## config.mk

```make
export PLATFORM = sky130hd
export DESIGN_NAME = imf_rank_sel
export DESIGN_NICKNAME = d
export VERILOG_FILES = /design/src/rtl/imf_pkg.sv /design/src/rtl/imf_rank_sel.sv
export SDC_FILE = /design/constraint.sdc
export NUM_CORES = 1
export LEC_CHECK = 0
export ABC_CLOCK_PERIOD_IN_PS = 2300
export BUFFER_PORTS_ARGS = -buffer_cell sky130_fd_sc_hd__buf_2
export CORE_MARGIN = 5
export CORE_UTILIZATION = 50
export CTS_BUF_LIST = sky130_fd_sc_hd__clkbuf_16
export DETAILED_ROUTE_END_ITERATION = 6
export GPL_TIMING_DRIVEN = 0
export PLACE_DENSITY_LB_ADDON = 0.05
export SLEW_MARGIN = 10
export SYNTH_ARGS = -nofsm -noshare
export SYNTH_HDL_FRONTEND = slang
export SYNTH_SLANG_ARGS = --single-unit
```

## constraint.sdc

```tcl
create_clock -name i_clk -period 2.3 [get_ports i_clk]
set_input_delay 0.575 -clock i_clk [delete_from_list [all_inputs] [get_ports i_clk]]
set_output_delay 0.575 -clock i_clk [all_outputs]
set_load 0.02 [all_outputs]
```

## src/rtl/imf_pkg.sv

```systemverilog
`timescale 1ns / 1ps
// ----------------------------------------------------------------------------
// imf_pkg
// Shared types and constants of the image median filter.
// ----------------------------------------------------------------------------
package imf_pkg;

    localparam int PIX_W     = 16;
    localparam int POS_W     = 10;
    localparam int SIZE_W    = 11;
    localparam int HALF_W    = 2;
    localparam int SLOT_W    = 3;
    localparam int CNT_W     = 6;
    localparam int BIT_IDX_W = 4;
    localparam int LINE_ROWS = 7;
    localparam int MAX_COLS  = 1024;
    localparam int MEM_DEPTH = LINE_ROWS * MAX_COLS;
    localparam int ADDR_W    = SLOT_W + POS_W;

    localparam logic [SIZE_W-1:0]  MAX_ROWS_V = 11'd1024;
    localparam logic [SIZE_W-1:0]  MAX_COLS_V = 11'd1024;
    localparam logic [SLOT_W-1:0]  LAST_SLOT  = 3'd6;
    localparam logic [PIX_W-1:0]   SIGN_FLIP  = 16'h8000;

    localparam logic [1:0] REG_ROWS = 2'd0;
    localparam logic [1:0] REG_COLS = 2'd1;
    localparam logic [1:0] REG_HALF = 2'd2;

    localparam logic OP_DRAIN = 1'b1;

    typedef enum logic [2:0] {
        S_IDLE,
        S_SETUP,
        S_ISSUE,
        S_TAIL,
        S_DECIDE,
        S_OUT,
        S_ADV
    } t_state;

    typedef struct packed {
        logic start;
        logic sample;
        logic decide;
    } t_sel_ctl;

endpackage

```

## src/rtl/imf_rank_sel.sv

```systemverilog
`timescale 1ns / 1ps
// ----------------------------------------------------------------------------
// imf_rank_sel
// Bit-serial rank selection: one counting pass over the window per bit.
// ----------------------------------------------------------------------------
module imf_rank_sel
    import imf_pkg::*;
(
    input  logic                 i_clk,
    input  logic                 i_rst_n,
    input  t_sel_ctl             i_ctl,
    input  logic [CNT_W-1:0]     i_k,
    input  logic [PIX_W-1:0]     i_sample,
    output logic                 o_last,
    output logic [PIX_W-1:0]     o_median
);

    logic [PIX_W-1:0]     r_prefix, n_prefix;
    logic [PIX_W-1:0]     r_mask, n_mask;
    logic [BIT_IDX_W-1:0] r_bit, n_bit;
    logic [CNT_W-1:0]     r_k, n_k;
    logic [CNT_W-1:0]     r_cnt, n_cnt;
    logic [PIX_W-1:0]     key;
    logic [PIX_W-1:0]     one_bit;
    logic                 hit;

    always_comb begin
        key     = i_sample ^ SIGN_FLIP;
        one_bit = PIX_W'(1) << r_bit;
        hit     = (((key ^ r_prefix) & r_mask) == '0) && !key[r_bit];
        n_prefix = r_prefix;
        n_mask   = r_mask;
        n_bit    = r_bit;
        n_k      = r_k;
        n_cnt    = r_cnt;
        if (i_ctl.start) begin
            n_prefix = '0;
            n_mask   = '0;
            n_bit    = BIT_IDX_W'(PIX_W - 1);
            n_k      = i_k;
            n_cnt    = '0;
        end else if (i_ctl.decide) begin
            if (r_k >= r_cnt) begin
                n_prefix = r_prefix | one_bit;
                n_k      = r_k - r_cnt;
            end
            n_mask = r_mask | one_bit;
            n_bit  = r_bit - 1'b1;
            n_cnt  = '0;
        end else if (i_ctl.sample && hit) begin
            n_cnt = r_cnt + 1'b1;
        end
    end

    always_ff @(posedge i_clk) begin
        if (!i_rst_n) begin
            r_bit <= '0;
            r_cnt <= '0;
        end else begin
            r_bit <= n_bit;
            r_cnt <= n_cnt;
        end
        r_prefix <= n_prefix;
        r_mask   <= n_mask;
        r_k      <= n_k;
    end

    assign o_last   = (r_bit == '0);
    assign o_median = r_prefix ^ SIGN_FLIP;

endmodule

```

* Word-level counts from Yosys, hierarchy flattened *
Cells that the tools add are included.

word-level totals
  logic and storage cells = 35
  input bits = 27
  bits in registers = 48
  output and inout bits = 17

operators by class
  shift-type cells = 1
  $add $sub $neg = 3
  magnitude comparators = 2
  reductions and logical operators = 10
  multiplexer cells = 7
  bitwise operators = 7

operators with widths
  cell                  number
  $or 16x16->16         2
  $mux 6                3
  $and 16x16->16        1
  $logic_not 16->1      1
  $shl 1x4->16 const A  1
  $xor 16x16->16        1
  $mux 4                2
  $add 6x1->6 const B   1
  $ge 6x6->1            1
  $sub 6x6->6           1
  $lt 4x5->1 const B    1
  $bmux 1 s4            1
  $logic_not 4->1       1
  $reduce_and 2->1      2
  $reduce_bool 2->1     2
  $sub 4x1->4 const B   1
  $not 1->1             3
  $reduce_or 3->1       1
  $logic_and 1x1->1     2
  $logic_not 1->1       1
  $mux 1                1

* Logic depth before layout (Yosys ltp) *
Gate-level depths: netlist of run 1.

  depth in word-level cells = 6
  depth in mapped cells = 11
  depth with buffers taken out = 10

* Worst setup path before layout of run 1 *
OpenSTA, ideal clock, no wires.

  kind = input -> register
  start point = input i_sample[6]
  end point = register r_cnt[2]
  stages = 7
  setup time = 0.070 ns
  slack = -0.116 ns
  arrival = 2.347 ns
  cell sequence = mux4_2 nor2_1 a311oi_1 or4_4 buf_6 or4_1 a21oi_1

between the ends
  cells in the longest elaborated chain, start to end = 5
  elaborated cells between the ends (all ways) = 8
  those cells by class = mux: 2; bitwise: 2; reduce/logical: 4

ends and longest elaborated chain
  element                                                                line                text
  from (decl)                                                            imf_rank_sel.sv:13  input logic [PIX_W-1:0] i_sample,
  $bmux 1 s4 / $xor 16x16->16 (equally long branches)                    imf_rank_sel.sv:30  hit = (((key ^ r_prefix) & r_mask) == '0) && !key[r_bit];
  $mux 1 (implied by the code) / $and 16x16->16 (equally long branches)  imf_rank_sel.sv:30
  $logic_not 1->1 / $logic_not 16->1 (equally long branches)             imf_rank_sel.sv:30
  $logic_and 1x1->1 (*)                                                  imf_rank_sel.sv:30
  $logic_and 1x1->1 (*)                                                  imf_rank_sel.sv:50  end else if (i_ctl.sample && hit) begin
  to (signal assigned)                                                   imf_rank_sel.sv:61  r_cnt <= n_cnt;
  to (decl)                                                              imf_rank_sel.sv:22  logic [CNT_W-1:0] r_cnt, n_cnt;

Mark *: on every way between the ends. The rest lies on a longest branch, timed or not. The select of a mux whose other input is x is not followed.
A chain may end at the register's enable or synchronous reset.

* Final worst setup path of run 1 *
Same ends and word-level chain as after synthesis.

==> flow_metrics.py, run 1 <==
metrics = {
    "outcome": {
        "outcome": "complete, but fails checks",
        "violations": "negative setup slack",
    },
    "sta": {
        "hold-worst-slack_ps": 473,
        "fin_crit_ps": 2340,
        "worst_slack_ps": -38.9,
        "clock_skew_after_layout_ps": 2.36,
        "final-max-slew-violation-count": 0,
        "setup_tns_ps": -230,
        "setup_violations": 8,
        "post-route-period-util": 1.02,
        "max_freq_ghz": 0.428,
        "finalHoldViolCount": 0,
        "worst_slew_margin_rel": 0.600,
        "grt_setup_unrepaired": "true",
        "tightestPinTransition_ps": 600,
    },
    "setup_path": {
        "worstPathRequired_ps": 2520,
        "path_cells": "buf_2, mux4_2, nor2_2, a311oi_1, or4_4, buf_6, or4_4, a21oi_2",
        "r2r-start": "r_bit[1]$_SDFFE_PN0P_",
        "worst-endpoint-arrival_ps": 2560,
        "rrSetupSlack_ps": -40,
        "worst_setup_end_kind": "flip-flop",
        "cp_slowest_stage_delay_ps": 520,
        "path_max_fanout": 7,
        "crit_path_start": "i_sample[6]",
        "slowest_stage": "sky130_fd_sc_hd__or4_4",
        "path_class": "in -> reg",
        "critPathLaunchType": "input port",
        "crit_top_cell": "sky130_fd_sc_hd__or4_4",
    },
    "floorplanning": {
        "design.portCount": 44,
        "floorplan.rows": 26,
        "start_util": 0.509,
        "fp.dieH_um": 81.9,
        "core_area_sq_mm": 0.00507,
        "die-area_sq_mm": 0.00671,
        "fp.dieW_um": 81.9,
    },
    "grt": {
        "antenna_violations_before_repair": 0,
        "grt_pass1_wl_um": 10600,
        "maximum_number_of_pins_on_one_net_before_global_route_repair": 14,
        "vias_in_the_first_global_route": 2110,
        "global_route.overflow_total": 0,
        "groute.usage.overall": 0.211,
    },
    "route": {
        "detail_route.drc_violations": 0,
        "drt-pass1-iter-count": 4,
        "finalWirelength_um": 6510,
        "detail_route.vias_per_cell": 5.39,
        "antenna_violating_nets_post_route": 0,
        "dr_iter_0_viols": 112,
        "routedWlPerCell_um": 15.8,
        "detailroute.via_count": 2227,
    },
    "cts": {
        "clock_tree.root_cell": "sky130_fd_sc_hd__clkbuf_16",
        "skew_pair_late_insertion_delay_ps": 280,
        "cts_hold_buf": 0,
        "clock_transition_time_at_the_flip_flop_clock_pins_of_the_worst_setup_and_hold_paths_ps": 60,
        "clock_tree.htree_level_count": 2,
        "maximum_root_to_sink_buffer_count": 2,
        "tritoncts.num_buffers": 5,
        "cts_sinks": 48,
        "cts_tree": "yes",
    },
    "placed_design": {
        "placement.io_buffers": 41,
        "place_congestion": 0.827,
        "place_area_sq_mm": 0.00288,
        "post-place-ws_ps": -301,
        "place_hpwl_um": 4690,
    },
    "power": {
        "cellPowerDensity_mw_per_mm2": 653,
        "ir_worst_vdd_v": 0.000392,
        "static-leakage-power_nw": 1.39,
    },
    "logic_synthesis": {
        "post-synth-top-area-fraction": 0.325,
        "synth_nets": 327,
        "synth.ff_latch_count": 48,
        "synth-seq-area-share": 0.395,
        "syn-instance-count": 286,
        "synth-edff-count": 6,
        "netlist.top_cell.by_area": "sky130_fd_sc_hd__dfxtp_1",
        "synthesis.yosys.warnings": 0,
        "synth_top_cells_by_area": "sky130_fd_sc_hd__dfxtp_1 33%, sky130_fd_sc_hd__edfxtp_1 7.0%, sky130_fd_sc_hd__ha_1 6.3%, sky130_fd_sc_hd__xor2_1 5.8%, sky130_fd_sc_hd__nor2_1 4.5%",
        "ys_types": 42,
        "synth_async_sr_flop_share": 0,
        "ys_dominant_reg_cell": "sky130_fd_sc_hd__dfxtp_1",
        "synth.cell_area_sq_mm": 0.00258,
        "synth.avg_cell_area_sq_um": 9.04,
    },
    "finish": {
        "finish.instance_area_sq_mm": 0.00321,
        "final_layout_size_suffix_gt1_frac": 0.294,
        "postLayoutCoreUtil": 0.632,
        "areaGrowthSynthToFinish_pct": 24.0,
        "most-common-layout-cells": "42 x sky130_fd_sc_hd__buf_2, 40 x sky130_fd_sc_hd__dfxtp_1, 30 x sky130_fd_sc_hd__nor2_1",
        "layout_commonest_cell": "sky130_fd_sc_hd__buf_2",
        "final_net_count": 383,
        "diodes": 0,
    },
    "min_path": {
        "holdCritStartpoint": "r_mask[15]$_SDFFE_PP0P_",
        "hold_path.class": "reg -> reg",
    },
    "run": {
        "drv_cap": 0,
    },
}
[area by class of cell]
class	count	area [sq um]
fill	471	1870
multi-input combinational	186	1390
sequential	48	1030
timing repair buffer	50	285
buffer	30	199
clock buffer	5	125
tap	70	87.6
inverter	21	78.8
clock inverter	3	11.3
[critical path: cells and delay by family]
kind | cells | cell delay (ps)
simple gates | 3 | 1040
buf+inv | 2 | 270
mux | 1 | 480
compound gates | 2 | 180
[flip-flops by register name, summed over array words and instances (netlist names)]
signal and cells:
r_k 6, r_mask 16, r_cnt 6, r_prefix 16
r_bit 4
[worst paths after layout]
path | cells after the start | endpoint
setup / recovery | 8 | r_cnt[2]$_SDFFE_PP0P_
hold / removal | 2 | r_mask[15]$_SDFFE_PP0P_
setup reg to reg | 7 | r_cnt[2]$_SDFFE_PP0P_
hold reg to reg | 2 | r_mask[15]$_SDFFE_PP0P_
[cell families (layout without fill, tap and decap cells)]
logic type / count (synthesis) / in the layout / share of synthesized area
buf+inv: 52 / 109 / 0.108
xor+xnor: 20 / 20 / 0.0678
fa+ha+maj: 14 / 14 / 0.0707
simple gates: 72 / 72 / 0.134
mux: 6 / 6 / 0.0411
flops: 48 / 48 / 0.395
compound gates: 74 / 74 / 0.183
[report_power, final]
group          switching, mW  leakage [nW]  total, mW  internal (mW)
sequential            0.0307         0.403      0.927          0.896
combinational          0.267         0.909      0.484          0.217
clock                  0.292        0.0765      0.684          0.392
[Yosys cell counts, drive strengths merged (2+ instances only)]
| cell | number |
|---|---|
| a22oi | 7 |
| xor2 | 17 |
| nand2 | 17 |
| o31ai | 6 |
| and2 | 2 |
| nor3b | 3 |
| mux4 | 3 |
| nor2b | 5 |
| a31oi | 16 |
| xnor2 | 3 |
| o21ai | 6 |
| clkbuf | 11 |
| o22ai | 6 |
| ha | 13 |
| a21boi | 3 |
| a21oi | 18 |
| nand3b | 2 |
| dfxtp | 42 |
| o21a | 5 |
| a21o | 3 |
| nor2 | 31 |
| mux2i | 2 |
| or4 | 5 |
| nand4 | 3 |
| nand3 | 2 |
| edfxtp | 6 |
| buf | 19 |
| inv | 21 |
[metrics by stage]
stage	std cells	power, mW
after global placement	397	1.34
after CTS	413	2.07
after global routing	413	2.21
after floorplan	286	1.22
after detailed placement	397	1.34
final	413	2.09
[what timing repair did]
action                     in CTS  in global routing
buffers inserted                8                  1
setup endpoints to repair      22                 21
resized for setup               8                 24
pin swaps                       7                  6
hold endpoints to repair        0                  0
[routing by layer]
metal | track usage | vias to the layer above | routed length [um]
met4 | 0.0498 | 0 | 76
li1 | - | 1096 | -
met3 | 0.0417 | 9 | 402
met1 | 0.315 | 1063 | 3180
met2 | 0.312 | 59 | 2850
met5 | 0 | - | 0
No activity file was read; power rests on OpenSTA's default activity.
==> run 2, diff against run 1 <==
--- a/config.mk
+++ b/config.mk
@@ -5,10 +5,10 @@
 export SDC_FILE = /design/constraint.sdc
 export NUM_CORES = 1
 export LEC_CHECK = 0
-export ABC_CLOCK_PERIOD_IN_PS = 2300
+export ABC_CLOCK_PERIOD_IN_PS = 2100
 export BUFFER_PORTS_ARGS = -buffer_cell sky130_fd_sc_hd__buf_2
 export CORE_MARGIN = 5
-export CORE_UTILIZATION = 50
+export CORE_UTILIZATION = 39
 export CTS_BUF_LIST = sky130_fd_sc_hd__clkbuf_16
 export DETAILED_ROUTE_END_ITERATION = 6
 export GPL_TIMING_DRIVEN = 0
==> constraint.sdc (replaced) <==
create_clock -name i_clk -period 2.1 [get_ports i_clk]
set_input_delay 0.525 -clock i_clk [delete_from_list [all_inputs] [get_ports i_clk]]
set_output_delay 0.525 -clock i_clk [all_outputs]
set_load 0.02 [all_outputs]
==> run 2 against run 1 <==
The flow still finishes with violations (negative setup slack). Via count fell by 0.94%. Sequential cell count did not move. Register-to-register slack got worse by 230 ps. Clock power rose by 33%. Hold slack got worse by 2.9 ps.
==> flow_metrics.py, run 2 (same netlist as run 1, synthesis figures left out) <==
metrics = {
    "outcome": {
        "outcome": "complete, but fails checks",
        "violations": "negative setup slack",
    },
    "run": {
        "drv_cap": 0,
    },
    "sta": {
        "setup_violations": 28,
        "clock_skew_after_layout_ps": 3.79,
        "fin_crit_ps": 2370,
        "tightestPinTransition_ps": 651,
        "max_freq_ghz": 0.422,
        "post-route-period-util": 1.13,
        "final-max-slew-violation-count": 0,
        "setup_tns_ps": -4360,
        "grt_setup_unrepaired": "true",
        "finalHoldViolCount": 0,
        "worst_slew_margin_rel": 0.566,
        "worst_slack_ps": -268,
    },
    "finish": {
        "area_of_the_multi_input_gates_sq_mm": 0.00142,
        "diodes": 0,
        "most-common-layout-cells": "42 x sky130_fd_sc_hd__buf_2, 40 x sky130_fd_sc_hd__dfxtp_1, 31 x sky130_fd_sc_hd__nor2_1",
        "final_net_count": 386,
        "final.fill_count": 625,
        "areaGrowthSynthToFinish_pct": 28.9,
        "layout_commonest_cell": "sky130_fd_sc_hd__buf_2",
        "layout.area.seq_sq_mm": 0.00102,
        "final_layout_size_suffix_gt1_frac": 0.298,
        "postLayoutCoreUtil": 0.522,
        "finish.instance_area_sq_mm": 0.00333,
        "top_regs": "r_mask x16, r_prefix x16",
    },
    "route": {
        "detailroute.via_count": 2206,
        "dr_iter_0_viols": 88,
        "detail_route.drc_violations": 0,
        "detail_route.vias_per_cell": 5.22,
        "antenna_violating_nets_post_route": 0,
        "finalWirelength_um": 7180,
        "routedWlPerCell_um": 17.0,
        "drt-pass1-iter-count": 4,
    },
    "power": {
        "p_sw_frac": 0.278,
        "p_int_mw": 1.83,
        "cellPowerDensity_mw_per_mm2": 761,
        "part_of_the_total_power_dissipated_in_the_clock_network": 0.358,
        "static-leakage-power_nw": 1.43,
        "net-switching-power_mw": 0.705,
        "comb_power_frac": 0.242,
        "total_power_mw": 2.54,
        "ir_worst_vdd_v": 0.000566,
        "power.share.sequential": 0.400,
    },
    "grt": {
        "maximum_number_of_pins_on_one_net_before_global_route_repair": 16,
        "grt_pass1_wl_um": 11700,
        "vias_in_the_first_global_route": 2267,
        "global_route.overflow_total": 0,
        "antenna_violations_before_repair": 0,
        "groute.usage.overall": 0.177,
    },
    "cts": {
        "cts_tree": "yes",
        "clock_transition_time_at_the_flip_flop_clock_pins_of_the_worst_setup_and_hold_paths_ps": 70,
        "skew_pair_late_insertion_delay_ps": 290,
        "tritoncts.num_buffers": 5,
        "clock_tree.root_cell": "sky130_fd_sc_hd__clkbuf_16",
        "clock_tree.htree_level_count": 2,
        "maximum_root_to_sink_buffer_count": 2,
        "cts_sinks": 48,
    },
    "setup_path": {
        "path_class": "reg -> reg",
        "cp_top_family": "simple AND/OR/NAND/NOR gates",
        "slowest_stage": "sky130_fd_sc_hd__or4_4",
        "crit_top_cell": "sky130_fd_sc_hd__buf_6",
        "cp_slowest_stage_delay_ps": 520,
        "worstPathRequired_ps": 2320,
        "path_max_fanout": 6,
        "worst-endpoint-arrival_ps": 2590,
        "worstPathBufferInverterCount": 2,
        "worst_setup_end_kind": "flip-flop",
        "path_cells": "buf_6, mux4_2, nor2_1, a311oi_1, or4_4, buf_6, or4_1, a21oi_1",
        "critPathLaunchType": "flip-flop",
    },
    "min_path": {
        "hold_path.class": "reg -> reg",
    },
    "placed_design": {
        "place_congestion": 0.815,
        "place_hpwl_um": 5130,
        "post-place-ws_ps": -471,
        "placement.io_buffers": 41,
        "place_area_sq_mm": 0.00290,
    },
    "floorplanning": {
        "die-area_sq_mm": 0.00836,
        "floorplan.rows": 29,
        "fp.dieH_um": 91.4,
        "fp.dieW_um": 91.4,
        "design.portCount": 44,
        "core_area_sq_mm": 0.00639,
        "start_util": 0.405,
    },
}
[run 2: worst min-delay path, stage by stage, from the launching register on]
cell and delay [ps]:
sky130_fd_sc_hd__dfxtp_1 330, sky130_fd_sc_hd__a21oi_1 40, sky130_fd_sc_hd__nor2_1 70
[run 2: routing by layer]
metal  vias to the layer above  GRT usage  part of all wire
met1                      1047      0.229              0.47
met4                         0     0.0623             0.026
met2                        44      0.288              0.48
met3                        12     0.0405             0.029
li1                       1103          -                 -
met5                         -          0                 0
[run 2: area by class of cell]
| type | count | area share |
|---|---|---|
| multi-input cells | 186 | 0.426 |
| flip-flops and latches | 48 | 0.307 |
| repair buffers | 52 | 0.100 |
| plain buffers | 31 | 0.0638 |
| clock buffers | 5 | 0.0376 |
| well taps | 77 | 0.0289 |
| inverters | 21 | 0.0237 |
| clock inverters | 3 | 0.0128 |
[run 2: power by group through the flow]
stage / sequential, mW / clock, mW / combinational (mW)
floorplan: 1.02 / 0 / 0.319
global placement: 1.03 / 0 / 0.451
detailed placement: 1.03 / 0 / 0.449
CTS: 1.01 / 0.928 / 0.599
global route: 1.02 / 0.974 / 0.667
finish: 1.01 / 0.909 / 0.614
[run 2: final timing paths]
check / start / end / slack (ps) / cells past startpoint
setup reg to reg: r_bit[1]$_SDFFE_PN0P_ / r_cnt[5]$_SDFFE_PP0P_ / -270 / 8
hold / removal: r_mask[1]$_SDFFE_PP0P_ / r_mask[1]$_SDFFE_PP0P_ / 470 / 2
hold reg to reg: r_mask[1]$_SDFFE_PP0P_ / r_mask[1]$_SDFFE_PP0P_ / 470 / 2
setup / recovery: r_bit[1]$_SDFFE_PN0P_ / r_cnt[5]$_SDFFE_PP0P_ / -270 / 8
[run 2: what timing repair did]
item | CTS | global route
setup buffers | 14 | 2
pin swaps | 13 | 9
hold buffers | 0 | 0
setup endpoints to repair | 22 | 31
gates resized for setup | 20 | 17
cloned | 1 | 0
[run 2: through the flow]
stage,hold WS (ps),instances
5_1_grt,498,423
4_1_cts,476,427
3_3_place_gp,448,404
6_report,470,423
3_5_place_dp,458,404
2_1_floorplan,437,286
==> run 3, diff against run 2 <==
--- a/config.mk
+++ b/config.mk
@@ -7,8 +7,10 @@
 export LEC_CHECK = 0
 export ABC_CLOCK_PERIOD_IN_PS = 2100
 export BUFFER_PORTS_ARGS = -buffer_cell sky130_fd_sc_hd__buf_2
+export CELL_PAD_IN_SITES_DETAIL_PLACEMENT = 0
+export CELL_PAD_IN_SITES_GLOBAL_PLACEMENT = 2
 export CORE_MARGIN = 5
-export CORE_UTILIZATION = 39
+export CORE_UTILIZATION = 31
 export CTS_BUF_LIST = sky130_fd_sc_hd__clkbuf_16
 export DETAILED_ROUTE_END_ITERATION = 6
 export GPL_TIMING_DRIVEN = 0
==> run 3 against run 2 <==
The run still ends with negative setup slack left. First-iteration DRC count is 28% lower. Sequential power about the same. Clock skew grew 2.3 ps. Critical endpoint unchanged. Highest routed layer unchanged.
==> flow_metrics.py, run 3 (same netlist as run 1, synthesis figures left out) <==
metrics = {
    "power": {
        "part_of_the_total_power_dissipated_in_the_clock_network": 0.317,
        "comb_power_frac": 0.265,
        "power.share.sequential": 0.418,
        "cellPowerDensity_mw_per_mm2": 710,
        "ir_worst_vdd_v": 0.000306,
        "net-switching-power_mw": 0.723,
        "static-leakage-power_nw": 1.43,
        "p_int_mw": 1.71,
        "p_sw_frac": 0.297,
    },
    "cts": {
        "clock_tree.root_cell": "sky130_fd_sc_hd__clkbuf_16",
        "cts_hold_buf": 0,
        "clock_tree.htree_level_count": 2,
        "cts_tree": "yes",
        "tritoncts.num_buffers": 5,
        "skew_pair_late_insertion_delay_ps": 290,
        "cts_sinks": 48,
        "clock_transition_time_at_the_flip_flop_clock_pins_of_the_worst_setup_and_hold_paths_ps": 70,
        "maximum_root_to_sink_buffer_count": 2,
    },
    "finish": {
        "final.fill_count": 846,
        "areaGrowthSynthToFinish_pct": 32.5,
        "layout.area.seq_sq_mm": 0.00102,
        "postLayoutCoreUtil": 0.419,
        "area_of_the_multi_input_gates_sq_mm": 0.00151,
        "final_net_count": 388,
        "diodes": 0,
        "most-common-layout-cells": "40 x sky130_fd_sc_hd__buf_2, 40 x sky130_fd_sc_hd__dfxtp_1, 31 x sky130_fd_sc_hd__nor2_1",
        "finish.instance_area_sq_mm": 0.00343,
        "final_layout_size_suffix_gt1_frac": 0.322,
        "top_regs": "r_mask x16, r_prefix x16",
    },
    "grt": {
        "antenna_violations_before_repair": 0,
        "grt_pass1_wl_um": 12000,
        "vias_in_the_first_global_route": 2263,
        "global_route.overflow_total": 0,
        "maximum_number_of_pins_on_one_net_before_global_route_repair": 14,
        "groute.usage.overall": 0.154,
    },
    "setup_path": {
        "worst_setup_end_kind": "flip-flop",
        "critical_path.endpoint": "r_cnt[5]$_SDFFE_PP0P_",
        "path_class": "reg -> reg",
        "worstPathRequired_ps": 2330,
        "crit_path_start": "r_bit[1]$_SDFFE_PN0P_",
        "path_max_fanout": 6,
        "critPathLaunchType": "flip-flop",
        "critical_path.reg2reg.endpoint": "r_cnt[5]$_SDFFE_PP0P_",
        "r2r-start": "r_bit[1]$_SDFFE_PN0P_",
        "worst-endpoint-arrival_ps": 2640,
        "rrSetupSlack_ps": -310,
        "worst-r2r-cell-count": 8,
    },
    "sta": {
        "clock_skew_after_layout_ps": 6.10,
        "max_freq_ghz": 0.415,
        "post-route-period-util": 1.15,
        "tightestPinTransition_ps": 808,
        "worst_slew_margin_rel": 0.462,
        "worst_slack_ps": -311,
        "grt_setup_unrepaired": "true",
        "final-max-slew-violation-count": 0,
        "setup_violations": 34,
        "finalHoldViolCount": 0,
        "fin_crit_ps": 2410,
    },
    "floorplanning": {
        "fp.dieH_um": 101,
        "start_util": 0.316,
        "fp.dieW_um": 101,
        "core_area_sq_mm": 0.00818,
        "floorplan.rows": 33,
        "design.portCount": 44,
        "die-area_sq_mm": 0.0103,
    },
    "route": {
        "detail_route.drc_violations": 0,
        "drt-pass1-iter-count": 4,
        "detail_route.vias_per_cell": 4.93,
        "finalWirelength_um": 7750,
        "antenna_violating_nets_post_route": 0,
        "dr_iter_0_viols": 63,
        "routedWlPerCell_um": 17.1,
        "detailroute.via_count": 2234,
    },
    "outcome": {
        "outcome": "complete, but fails checks",
        "violations": "negative setup slack",
    },
    "placed_design": {
        "place_area_sq_mm": 0.00293,
        "place_hpwl_um": 5690,
        "placement.io_buffers": 41,
        "place_congestion": 0.756,
    },
    "min_path": {
        "hold_path.class": "reg -> reg",
    },
    "run": {
        "drv_cap": 0,
    },
}
-- run 3: cell types whose count changed in the layout (fill, tap and decap cells not counted), moves of 2 or more --
cell / previous run / this run
sky130_fd_sc_hd__a31oi_1: 11 / 6
sky130_fd_sc_hd__a31oi_4: 5 / 9
sky130_fd_sc_hd__buf_2: 42 / 40
sky130_fd_sc_hd__buf_4: 21 / 25
sky130_fd_sc_hd__inv_2: 1 / 3
-- run 3: power groups by stage --
stage / Sequential (mW) / Combinational (mW) / Clock, mW
finish: 1.02 / 0.644 / 0.771
global route: 1.02 / 0.702 / 0.828
CTS: 1.01 / 0.561 / 0.788
detailed placement: 1.03 / 0.462 / 0
global placement: 1.03 / 0.468 / 0
floorplan: 1.02 / 0.319 / 0
-- run 3: repair_timing --
item	CTS	global route
gates resized for setup	16	32
setup buffers	11	3
pin swaps	12	16
setup endpoints to repair	31	30
-- run 3: layout make-up --
cell class,instances,share of cell area
clock buffer,5,0.0365
buffer,31,0.0632
clock inverter,3,0.00329
multi-input combinational,186,0.440
sequential,48,0.299
inverter,21,0.0230
timing repair buffer,54,0.0972
tap,105,0.0383
-- run 3: layer usage --
layer / part of all wire / wire, um / GRT usage / vias up
met2: 0.50 / 3910 / 0.272 / 31
met3: 0.027 / 209 / 0.0282 / 8
met1: 0.45 / 3520 / 0.194 / 1079
li1: - / - / - / 1116
met4: 0.014 / 108 / 0.0348 / 0
met5: 0 / 0 / 0 / -
-- run 3: critical path, cell delays in order (launching register included) --
cell	delay [ps]
sky130_fd_sc_hd__dfxtp_2	340
sky130_fd_sc_hd__buf_6	120
sky130_fd_sc_hd__mux4_2	490
sky130_fd_sc_hd__nor2_1	120
sky130_fd_sc_hd__a311oi_1	60
sky130_fd_sc_hd__or4_4	520
sky130_fd_sc_hd__buf_6	150
sky130_fd_sc_hd__or4_1	420
sky130_fd_sc_hd__a21oi_2	130
-- run 3: metrics by stage --
stage               total power [mW]  setup slack, ps  hold slack, ps  TNS (ps)  instances
detailed placement              1.50             -523             460     -7150        432
global route                    2.55             -419             501     -9290        453
finish                          2.43             -311             473     -5740        453
floorplan                       1.34             -211             437     -1560        286
CTS                             2.36             -322             478     -4800        451
global placement                1.50             -515             450     -8060        432
-- run 3: worst min path at each step --
stage,from,to,slack (ps),cells past startpoint
2_1_floorplan,r_mask[12]$_SDFFE_PP0P_,r_mask[12]$_SDFFE_PP0P_,440,2
3_3_place_gp,r_mask[0]$_SDFFE_PP0P_,r_mask[0]$_SDFFE_PP0P_,450,2
3_5_place_dp,r_mask[1]$_SDFFE_PP0P_,r_mask[1]$_SDFFE_PP0P_,460,2
4_1_cts,r_mask[4]$_SDFFE_PP0P_,r_mask[4]$_SDFFE_PP0P_,480,2
5_1_grt,r_mask[4]$_SDFFE_PP0P_,r_mask[4]$_SDFFE_PP0P_,500,2
6_report,r_mask[4]$_SDFFE_PP0P_,r_mask[4]$_SDFFE_PP0P_,470,2
